--- config.mk ---
export PLATFORM = sky130hd
export DESIGN_NAME = sensor_minmax_calibrate_clamp_flat
export DESIGN_NICKNAME = d
export VERILOG_FILES = /design/src/rtl/smcc_pkg.sv /design/src/rtl/smcc_in_if.sv /design/src/rtl/smcc_out_if.sv /design/src/rtl/sensor_minmax_calibrate_clamp.sv /design/src/rtl/smcc_store.sv /design/src/rtl/smcc_cmp.sv /design/src/rtl/smcc_ctrl.sv /design/src/flat_wrapper.sv
export SDC_FILE = /design/constraint.sdc
export NUM_CORES = 1
export LEC_CHECK = 0
export BUFFER_PORTS_ARGS = -buffer_cell sky130_fd_sc_hd__buf_2
export CORE_ASPECT_RATIO = 0.7
export CORE_UTILIZATION = 43
export CTS_CLUSTER_DIAMETER = 200
export DETAILED_ROUTE_END_ITERATION = 7
export GPL_TIMING_DRIVEN = 0
export SLEW_MARGIN = 20
export SYNTH_ARGS = -nofsm -noshare
export SYNTH_HDL_FRONTEND = slang
export SYNTH_SLANG_ARGS = --single-unit
--- constraint.sdc ---
create_clock -name clk -period 8.2 [get_ports clk]
set_clock_uncertainty 0.15 [all_clocks]
set_input_delay 0.41 -clock clk [delete_from_list [all_inputs] [get_ports clk]]
set_output_delay 0.41 -clock clk [all_outputs]
set_load 0.05 [all_outputs]
--- src/rtl/smcc_pkg.sv ---
// shared types and constants for the sensor min/max calibrate and clamp block
package smcc_pkg;

  localparam int SMP_W            = 10;
  localparam int CH_W             = 3;
  localparam int OP_W             = 2;
  localparam int NUM_CHANNELS_DEF = 6;

  localparam logic [SMP_W-1:0] FULL_SCALE = SMP_W'(1023);

  typedef enum logic [OP_W-1:0] {
    OP_CALIBRATE = 2'd0,
    OP_FINALIZE  = 2'd1,
    OP_CLAMP     = 2'd2,
    OP_NONE      = 2'd3
  } op_t;

  typedef enum logic [1:0] {
    ST_IDLE,
    ST_CMP_A,
    ST_CMP_B,
    ST_RESP
  } state_t;

  // which operand pair the shared comparator sees
  typedef enum logic [2:0] {
    SEL_CAL_MIN,
    SEL_CAL_MAX,
    SEL_FIN_LOW,
    SEL_FIN_HIGH,
    SEL_CLAMP_LOW,
    SEL_CLAMP_HIGH
  } cmp_sel_t;

  typedef struct packed {
    logic     in_ready;
    logic     out_valid;
    logic     cmp_en;
    logic     walk;
    cmp_sel_t sel;
  } ctl_t;

endpackage

--- src/rtl/smcc_in_if.sv ---
// input channel: op, channel and sample with valid/ready
interface smcc_in_if import smcc_pkg::*; ();
  logic             valid;
  logic             ready;
  logic [OP_W-1:0]  op;
  logic [CH_W-1:0]  channel;
  logic [SMP_W-1:0] sample;

  modport source (output valid, output op, output channel, output sample, input ready);
  modport sink   (input valid, input op, input channel, input sample, output ready);
endinterface

--- src/rtl/smcc_out_if.sv ---
// result channel: clamped value, channel and thresholds with valid/ready
interface smcc_out_if import smcc_pkg::*; ();
  logic             valid;
  logic             ready;
  logic [SMP_W-1:0] value;
  logic [CH_W-1:0]  channel_out;
  logic [SMP_W-1:0] low_threshold;
  logic [SMP_W-1:0] high_threshold;

  modport source (output valid, output value, output channel_out, output low_threshold,
                  output high_threshold, input ready);
  modport sink   (input valid, input value, input channel_out, input low_threshold,
                  input high_threshold, output ready);
endinterface

--- src/rtl/sensor_minmax_calibrate_clamp.sv ---
// top level: multi-channel min/max calibration and threshold clamp
//
//   channel  dir  handshake          payload
//   in_ch    in   valid/ready        op, channel, sample
//   out_ch   out  valid/ready        value, channel_out, low_threshold, high_threshold
//
// one item at a time: it is taken in the idle state, then two compare steps on the shared
// comparator (two per channel for finalize), then the result is held until taken.
// finalize walks the channel registers through the single comparator.
// synchronous reset restores minima to 1023, maxima to 0 and the thresholds.
// a stalled result keeps in_ch.ready low until its transfer.
module sensor_minmax_calibrate_clamp import smcc_pkg::*; #(
  parameter int NUM_CHANNELS = NUM_CHANNELS_DEF
) (
  input  logic       clk,
  input  logic       rst_n,
  smcc_in_if.sink    in_ch,
  smcc_out_if.source out_ch
);

  localparam int IDX_W = (NUM_CHANNELS > 1) ? $clog2(NUM_CHANNELS) : 1;

  ctl_t             ctl;
  logic [IDX_W-1:0] idx;
  logic [IDX_W-1:0] addr;
  logic [SMP_W-1:0] rd_min, rd_max, win;
  logic             take, in_range, hit, accept;

  op_t              op_r;
  logic [CH_W-1:0]  ch_r;
  logic [SMP_W-1:0] val_r, val_nxt;
  logic [SMP_W-1:0] glow_r, glow_nxt;
  logic [SMP_W-1:0] ghigh_r, ghigh_nxt;

  smcc_ctrl #(.NUM_CHANNELS(NUM_CHANNELS), .IDX_W(IDX_W)) u_ctrl (
    .clk       (clk),
    .rst_n     (rst_n),
    .in_valid  (in_ch.valid),
    .out_ready (out_ch.ready),
    .op        (op_r),
    .ctl       (ctl),
    .idx       (idx)
  );

  assign accept   = in_ch.valid && ctl.in_ready;
  assign in_range = (int'(ch_r) < NUM_CHANNELS);
  assign addr     = ctl.walk ? idx : IDX_W'(ch_r);
  assign hit      = ctl.cmp_en && take;

  smcc_store #(.NUM_CHANNELS(NUM_CHANNELS), .IDX_W(IDX_W)) u_store (
    .clk    (clk),
    .rst_n  (rst_n),
    .addr   (addr),
    .min_we (hit && in_range && ctl.sel == SEL_CAL_MIN),
    .max_we (hit && in_range && ctl.sel == SEL_CAL_MAX),
    .wdata  (win),
    .rd_min (rd_min),
    .rd_max (rd_max)
  );

  smcc_cmp u_cmp (
    .sel    (ctl.sel),
    .work   (val_r),
    .rd_min (rd_min),
    .rd_max (rd_max),
    .glow   (glow_r),
    .ghigh  (ghigh_r),
    .take   (take),
    .win    (win)
  );

  always_comb begin
    val_nxt   = val_r;
    glow_nxt  = glow_r;
    ghigh_nxt = ghigh_r;
    if (accept) begin
      val_nxt = in_ch.sample;
    end else if (hit) begin
      if (ctl.sel == SEL_CLAMP_LOW || ctl.sel == SEL_CLAMP_HIGH) val_nxt = win;
      if (ctl.sel == SEL_FIN_LOW)  glow_nxt  = win;
      if (ctl.sel == SEL_FIN_HIGH) ghigh_nxt = win;
    end
  end

  always_ff @(posedge clk) begin
    if (!rst_n) begin
      glow_r  <= FULL_SCALE;
      ghigh_r <= '0;
    end else begin
      glow_r  <= glow_nxt;
      ghigh_r <= ghigh_nxt;
    end
  end

  // item payload, loaded on the input transfer; the clamp steps update the value
  always_ff @(posedge clk) begin
    val_r <= val_nxt;
    if (accept) begin
      op_r <= op_t'(in_ch.op);
      ch_r <= in_ch.channel;
    end
  end

  assign in_ch.ready           = ctl.in_ready;
  assign out_ch.valid          = ctl.out_valid;
  assign out_ch.value          = val_r;
  assign out_ch.channel_out    = ch_r;
  assign out_ch.low_threshold  = glow_r;
  assign out_ch.high_threshold = ghigh_r;

endmodule

--- src/rtl/smcc_store.sv ---
// per-channel minimum and maximum registers with one shared address
module smcc_store import smcc_pkg::*; #(
  parameter int NUM_CHANNELS = NUM_CHANNELS_DEF,
  parameter int IDX_W        = (NUM_CHANNELS > 1) ? $clog2(NUM_CHANNELS) : 1
) (
  input  logic             clk,
  input  logic             rst_n,
  input  logic [IDX_W-1:0] addr,
  input  logic             min_we,
  input  logic             max_we,
  input  logic [SMP_W-1:0] wdata,
  output logic [SMP_W-1:0] rd_min,
  output logic [SMP_W-1:0] rd_max
);

  logic [SMP_W-1:0] min_r [NUM_CHANNELS];
  logic [SMP_W-1:0] max_r [NUM_CHANNELS];

  always_ff @(posedge clk) begin
    if (!rst_n) begin
      for (int i = 0; i < NUM_CHANNELS; i++) begin
        min_r[i] <= FULL_SCALE;
        max_r[i] <= '0;
      end
    end else begin
      if (min_we) min_r[addr] <= wdata;
      if (max_we) max_r[addr] <= wdata;
    end
  end

  assign rd_min = min_r[addr];
  assign rd_max = max_r[addr];

endmodule

--- src/rtl/smcc_cmp.sv ---
// shared less-than unit with operand selection and winner pick
module smcc_cmp import smcc_pkg::*; (
  input  cmp_sel_t         sel,
  input  logic [SMP_W-1:0] work,
  input  logic [SMP_W-1:0] rd_min,
  input  logic [SMP_W-1:0] rd_max,
  input  logic [SMP_W-1:0] glow,
  input  logic [SMP_W-1:0] ghigh,
  output logic             take,
  output logic [SMP_W-1:0] win
);

  logic [SMP_W-1:0] a;
  logic [SMP_W-1:0] b;
  logic             guard;

  always_comb begin
    guard = 1'b1;
    unique case (sel)
      SEL_CAL_MIN: begin
        a = work; b = rd_min; win = work;
      end
      SEL_CAL_MAX: begin
        a = rd_max; b = work; win = work;
      end
      SEL_FIN_LOW: begin
        // a zero minimum never becomes the low threshold
        a = rd_min; b = glow; win = rd_min; guard = (rd_min != '0);
      end
      SEL_FIN_HIGH: begin
        a = ghigh; b = rd_max; win = rd_max;
      end
      SEL_CLAMP_LOW: begin
        a = work; b = glow; win = glow;
      end
      SEL_CLAMP_HIGH: begin
        a = ghigh; b = work; win = ghigh;
      end
      default: begin
        a = '0; b = '0; win = work; guard = 1'b0;
      end
    endcase
  end

  assign take = guard && (a < b);

endmodule

--- src/rtl/smcc_ctrl.sv ---
// sequencer: two compare steps per item, repeated over channels for finalize
module smcc_ctrl import smcc_pkg::*; #(
  parameter int NUM_CHANNELS = NUM_CHANNELS_DEF,
  parameter int IDX_W        = (NUM_CHANNELS > 1) ? $clog2(NUM_CHANNELS) : 1
) (
  input  logic             clk,
  input  logic             rst_n,
  input  logic             in_valid,
  input  logic             out_ready,
  input  op_t              op,
  output ctl_t             ctl,
  output logic [IDX_W-1:0] idx
);

  localparam logic [IDX_W-1:0] LAST_IDX = IDX_W'(NUM_CHANNELS - 1);

  state_t           state_r, state_nxt;
  logic [IDX_W-1:0] idx_r, idx_nxt;
  logic             walk_last;

  assign walk_last = (idx_r == LAST_IDX);

  always_ff @(posedge clk) begin
    if (!rst_n) begin
      state_r <= ST_IDLE;
      idx_r   <= '0;
    end else begin
      state_r <= state_nxt;
      idx_r   <= idx_nxt;
    end
  end

  // next state
  always_comb begin
    state_nxt = state_r;
    idx_nxt   = idx_r;
    unique case (state_r)
      ST_IDLE: begin
        idx_nxt = '0;
        if (in_valid) state_nxt = ST_CMP_A;
      end
      ST_CMP_A: state_nxt = ST_CMP_B;
      ST_CMP_B: begin
        if (op == OP_FINALIZE && !walk_last) begin
          state_nxt = ST_CMP_A;
          idx_nxt   = idx_r + 1'b1;
        end else begin
          state_nxt = ST_RESP;
        end
      end
      ST_RESP: begin
        if (out_ready) state_nxt = ST_IDLE;
      end
      default: state_nxt = ST_IDLE;
    endcase
  end

  // outputs
  always_comb begin
    ctl.in_ready  = (state_r == ST_IDLE);
    ctl.out_valid = (state_r == ST_RESP);
    ctl.walk      = (op == OP_FINALIZE);
    ctl.cmp_en    = 1'b0;
    ctl.sel       = SEL_CAL_MIN;
    if (state_r == ST_CMP_A || state_r == ST_CMP_B) begin
      unique case (op)
        OP_CALIBRATE: begin
          ctl.cmp_en = 1'b1;
          ctl.sel    = (state_r == ST_CMP_A) ? SEL_CAL_MIN : SEL_CAL_MAX;
        end
        OP_FINALIZE: begin
          ctl.cmp_en = 1'b1;
          ctl.sel    = (state_r == ST_CMP_A) ? SEL_FIN_LOW : SEL_FIN_HIGH;
        end
        OP_CLAMP: begin
          ctl.cmp_en = 1'b1;
          ctl.sel    = (state_r == ST_CMP_A) ? SEL_CLAMP_LOW : SEL_CLAMP_HIGH;
        end
        OP_NONE: ctl.cmp_en = 1'b0;
        default: ctl.cmp_en = 1'b0;
      endcase
    end
  end

  assign idx = idx_r;

endmodule

--- src/flat_wrapper.sv ---
// flat-port wrapper written by rule: the top's interface ports become plain ports
module sensor_minmax_calibrate_clamp_flat import smcc_pkg::*;
#(
  parameter int NUM_CHANNELS = NUM_CHANNELS_DEF
)
  (clk, rst_n, in_ch_valid, in_ch_op, in_ch_channel, in_ch_sample, in_ch_ready, out_ch_valid, out_ch_value, out_ch_channel_out, out_ch_low_threshold, out_ch_high_threshold, out_ch_ready);
  smcc_in_if in_ch_i ();
  smcc_out_if out_ch_i ();
  input  logic clk;
  input  logic rst_n;
  input wire logic [$bits(in_ch_i.valid)-1:0] in_ch_valid;
  input wire logic [$bits(in_ch_i.op)-1:0] in_ch_op;
  input wire logic [$bits(in_ch_i.channel)-1:0] in_ch_channel;
  input wire logic [$bits(in_ch_i.sample)-1:0] in_ch_sample;
  output wire logic [$bits(in_ch_i.ready)-1:0] in_ch_ready;
  output wire logic [$bits(out_ch_i.valid)-1:0] out_ch_valid;
  output wire logic [$bits(out_ch_i.value)-1:0] out_ch_value;
  output wire logic [$bits(out_ch_i.channel_out)-1:0] out_ch_channel_out;
  output wire logic [$bits(out_ch_i.low_threshold)-1:0] out_ch_low_threshold;
  output wire logic [$bits(out_ch_i.high_threshold)-1:0] out_ch_high_threshold;
  input wire logic [$bits(out_ch_i.ready)-1:0] out_ch_ready;
  assign in_ch_i.valid = in_ch_valid;
  assign in_ch_i.op = in_ch_op;
  assign in_ch_i.channel = in_ch_channel;
  assign in_ch_i.sample = in_ch_sample;
  assign in_ch_ready = in_ch_i.ready;
  assign out_ch_valid = out_ch_i.valid;
  assign out_ch_value = out_ch_i.value;
  assign out_ch_channel_out = out_ch_i.channel_out;
  assign out_ch_low_threshold = out_ch_i.low_threshold;
  assign out_ch_high_threshold = out_ch_i.high_threshold;
  assign out_ch_i.ready = out_ch_ready;
  sensor_minmax_calibrate_clamp #(.NUM_CHANNELS(NUM_CHANNELS)) u_core (.clk(clk), .rst_n(rst_n), .in_ch(in_ch_i), .out_ch(out_ch_i));
endmodule
==> impl_metrics.csv <==
group,metric,value,unit
status,status,"finished, final reports clean",
global_route,gr-total-overflow,0,
finish,fillers,2155,
finish,layout-drive-gt1-share,19.3,%
routing,first_iteration_detailed_routing_drc_count,1132,
job,cap_violations,0,
global_route,grt_max_degree,19,
finish,layout.cells.non_filler,1374,
critical_path,cp-start-kind,"flop",
floorplanning,design.die.area,25600,µm²
placed_design,dp.final_hpwl,25800,µm
yosys,netlist.top_cell.by_area,"edfxtp_1",
yosys,post_synth_num_cell_types,58,
power_and_ir_drop,clockPowerShare,23.5,%
global_route,antenna_found_initial,0,
yosys,area_fraction_of_the_dominant_cell_type_after_synthesis,48.9,%
yosys,sequential_fraction_of_the_synthesis_area,53.6,%
routing,vias,8483,
timing,highest_clock_frequency_the_design_can_meet,0.141,GHz
yosys,post_synth.cell_area_avg,11.7,µm²
finish,ff_latch_area,5760,µm²
global_route,grt_pass1_wl,52400,µm
clocking,post-cts-setup-buffers,0,
timing,timing.final.max_slew_violations,0,
routing,drt_wl_total,35400,µm
critical_path,cp_data_required_time,8200,ps
clocking,post_cts_resized,0,
power_and_ir_drop,comb_power_share,42.9,%
critical_path,cp.arrival,7070,ps
finish,n_antenna_cell,0,
timing,final_critical_path_setup_slack,1130,ps
floorplanning,placementRows,47,
power_and_ir_drop,pwr_density_cell,312,nW/µm²
power_and_ir_drop,cellInternalPower,2.16,mW
finish,multi_input_comb_area,4540,µm²
yosys,yosys_register_bits,200,
routing,wire_per_inst,25.8,µm
yosys,ys_warn_count,0,
yosys,async_flop_share,0,%
clocking,insertion_delay,450,ps
floorplanning,floorplan.io_pins,54,
power_and_ir_drop,report.power.total,3.84,mW
placed_design,pre_cts_ws,1460,ps
clocking,cts_made_buffers,17,
critical_path,critical_path.max_fanout,10,
timing,fin_tns_setup,0,ps
yosys,synth_top_cells_by_area,"edfxtp_1, a211oi_1, mux2i_1",
clocking,clockRootBuffer,"clkbuf_16",
finish,layout.core_utilization,51.2,%
timing,finalHoldViolations,0,
floorplanning,initial_utilization,44.7,%
yosys,post_synth_edffs,175,
critical_path,worst-setup-path-type,"reg -> reg",
floorplanning,fp.coreArea,24100,µm²
critical_path,setup.worst_path.end_class,"flop",
routing,drcViolationCount,0,
timing,hold_slack,88.6,ps
power_and_ir_drop,ir_drop,0.183,mV
yosys,post_synth_inst_count,917,
finish,total_number_of_nets_in_the_final_design,1077,
clocking,ctsLongestPathBuffers,2,
routing,residual_antenna_violating_net_count_after_detailed_routing,0,
power_and_ir_drop,switching_share,43.6,%
yosys,synth_top_flop_cell,"edfxtp_1",
placed_design,globalplace.congestion,0.968,
clocking,tritoncts_clock_tree,"yes",
timing,setup_viol,0,
floorplanning,fp.dieW,191,µm
placed_design,dpl-instance-area,11600,µm²
global_route,grt_pass1_vias,8106,
floorplanning,die_h,134,µm
clocking,cts_hold_buffers,5,
power_and_ir_drop,p_leak,4.35,nW
timing,timing_worst_slew_pin_value,1110,ps
yosys,netlist_area,10700,µm²
clocking,clkSlewWorstSetupHoldPaths,90,ps
clocking,clkSinkCount,200,
timing,min_period_over_period,86.2,%
finish,final_cell_area,12300,µm²
timing,timing.max_slew.rel_slack,25.3,%
routing,route.detailed.vias_per_inst,6.17,
placed_design,buffers_added_on_ports,53,
routing,drt_pre_antenna_iters,6,
placed_design,numPlacedInstances,1337,
timing,rsz0062_at_grt,"false",
clocking,htree_num_levels,4,
hold_path,hold_path.class,"in -> reg",
global_route,global_route.usage.total,28.7,%
timing,timing.final.crit_period,7070,ps
power_and_ir_drop,power.switching,1.68,mW
power_and_ir_drop,power_frac_seq,33.6,%
finish,layout-area-overhead-vs-synth,14.7,%
[cells by family after synthesis]
family                   Yosys count  share of synthesized area [%]
AO/OA/AOI/OAI                    220                           16.9
adder cells (fa/ha/maj)           15                           1.75
buffers and inverters            131                           5.79
flip-flops                       200                           53.6
multiplexers                      67                           7.19
other                              1                         0.0349
AND/OR/NAND/NOR                  283                           14.8
[power by group through the flow]
stage | registers (mW) | logic (mW) | clock network (mW)
2_1_floorplan | 1.38 | 0.936 | 0
3_5_place_dp | 1.31 | 1.59 | 0
4_1_cts | 1.29 | 1.60 | 0.906
5_1_grt | 1.30 | 1.74 | 0.945
6_report | 1.29 | 1.65 | 0.904
3_3_place_gp | 1.31 | 1.58 | 0
[cell usage in the layout (no fill, tap or decap), types with 25 or more instances in the layout]
cell type	n
o21ai_0	28
buf_2	94
nor2_1	48
nand3_1	53
dfxtp_1	25
nor3_1	44
inv_1	44
nand2_1	34
clkbuf_1	31
a211oi_1	82
edfxtp_1	175
mux2i_1	58
conb_1	40
[worst paths after layout]
kind,depth (start not counted),startpoint,to,slack [ps]
setup / recovery,21,u_core.out_ch.channel_out[0]$_DFFE_PP_,u_core.u_store.min_r[5][5]$_DFFE_PP_,1130
hold / removal,3,in_ch_sample[9],u_core.out_ch.value[9]$_DFFE_PP_,90
setup reg to reg,21,u_core.out_ch.channel_out[0]$_DFFE_PP_,u_core.u_store.min_r[5][5]$_DFFE_PP_,1130
hold reg to reg,1,u_core.u_ctrl.state_r[1]$_SDFFE_PN0P_,u_core.u_ctrl.state_r[1]$_SDFFE_PN0P_,410
[area by class of cell]
cell class              count  share of cell area (%)
flip-flops and latches    200                    46.7
repair buffers             68                    3.14
inverters                  44                    1.34
plain buffers              87                    3.71
clock inverters            15                    1.54
well taps                 318                    3.23
multi-input cells         625                    36.9
clock buffers              17                    3.45
[worst max-delay path: stages, from the launching register on]
cell and delay, ps:
edfxtp_1 460, buf_2 290, buf_2 380, buf_2 380, buf_2 300, a211oi_1 100
a211oi_1 430, nor4_1 180, a222oi_1 350, nand2b_1 100, ha_1 330, a21o_1 200
a21o_1 170, a211oi_1 220, o311ai_0 290, a21o_1 280, o32ai_4 430, buf_2 310
nand2_1 200, o41ai_2 670, buf_4 280, buf_2 220
[cell usage after synthesis, drive strengths merged, types with 8 or more instances]
| cell type | n |
|---|---|
| nor2b | 22 |
| nand3 | 54 |
| o32ai | 18 |
| mux4 | 8 |
| nor2 | 48 |
| a221oi | 8 |
| nor3 | 59 |
| inv | 44 |
| nand2b | 13 |
| ha | 15 |
| mux2i | 58 |
| dfxtp | 25 |
| buf | 56 |
| clkbuf | 31 |
| o21ai | 34 |
| a21oi | 15 |
| a211o | 11 |
| nor4b | 11 |
| nand2 | 35 |
| a211oi | 83 |
| edfxtp | 175 |
| and2 | 13 |
| a222oi | 14 |
| a21o | 10 |
| a31o | 11 |
| and3b | 11 |
[routing by layer]
| metal | global-route usage (%) | up-vias | wire (µm) |
|---|---|---|---|
| met1 | 43.0 | 4216 | 16200 |
| met2 | 37.8 | 462 | 13800 |
| met4 | 8.36 | 0 | 742 |
| li1 | - | 3768 | - |
| met3 | 10.5 | 37 | 4740 |
| met5 | 0 | - | 0 |
[registers in the layout, indices dropped and copies added, names as in the netlist]
register                      count
u_core.u_store.max_r             80
u_core.u_store.min_r             80
u_core.out_ch.high_threshold     10
u_core.out_ch.low_threshold      10
u_core.out_ch.value              10
u_core.out_ch.channel_out         3
u_core.u_ctrl.idx                 3
u_core.op_r                       2
u_core.u_ctrl.state_r             2
Power figures use the tool's default switching activity.
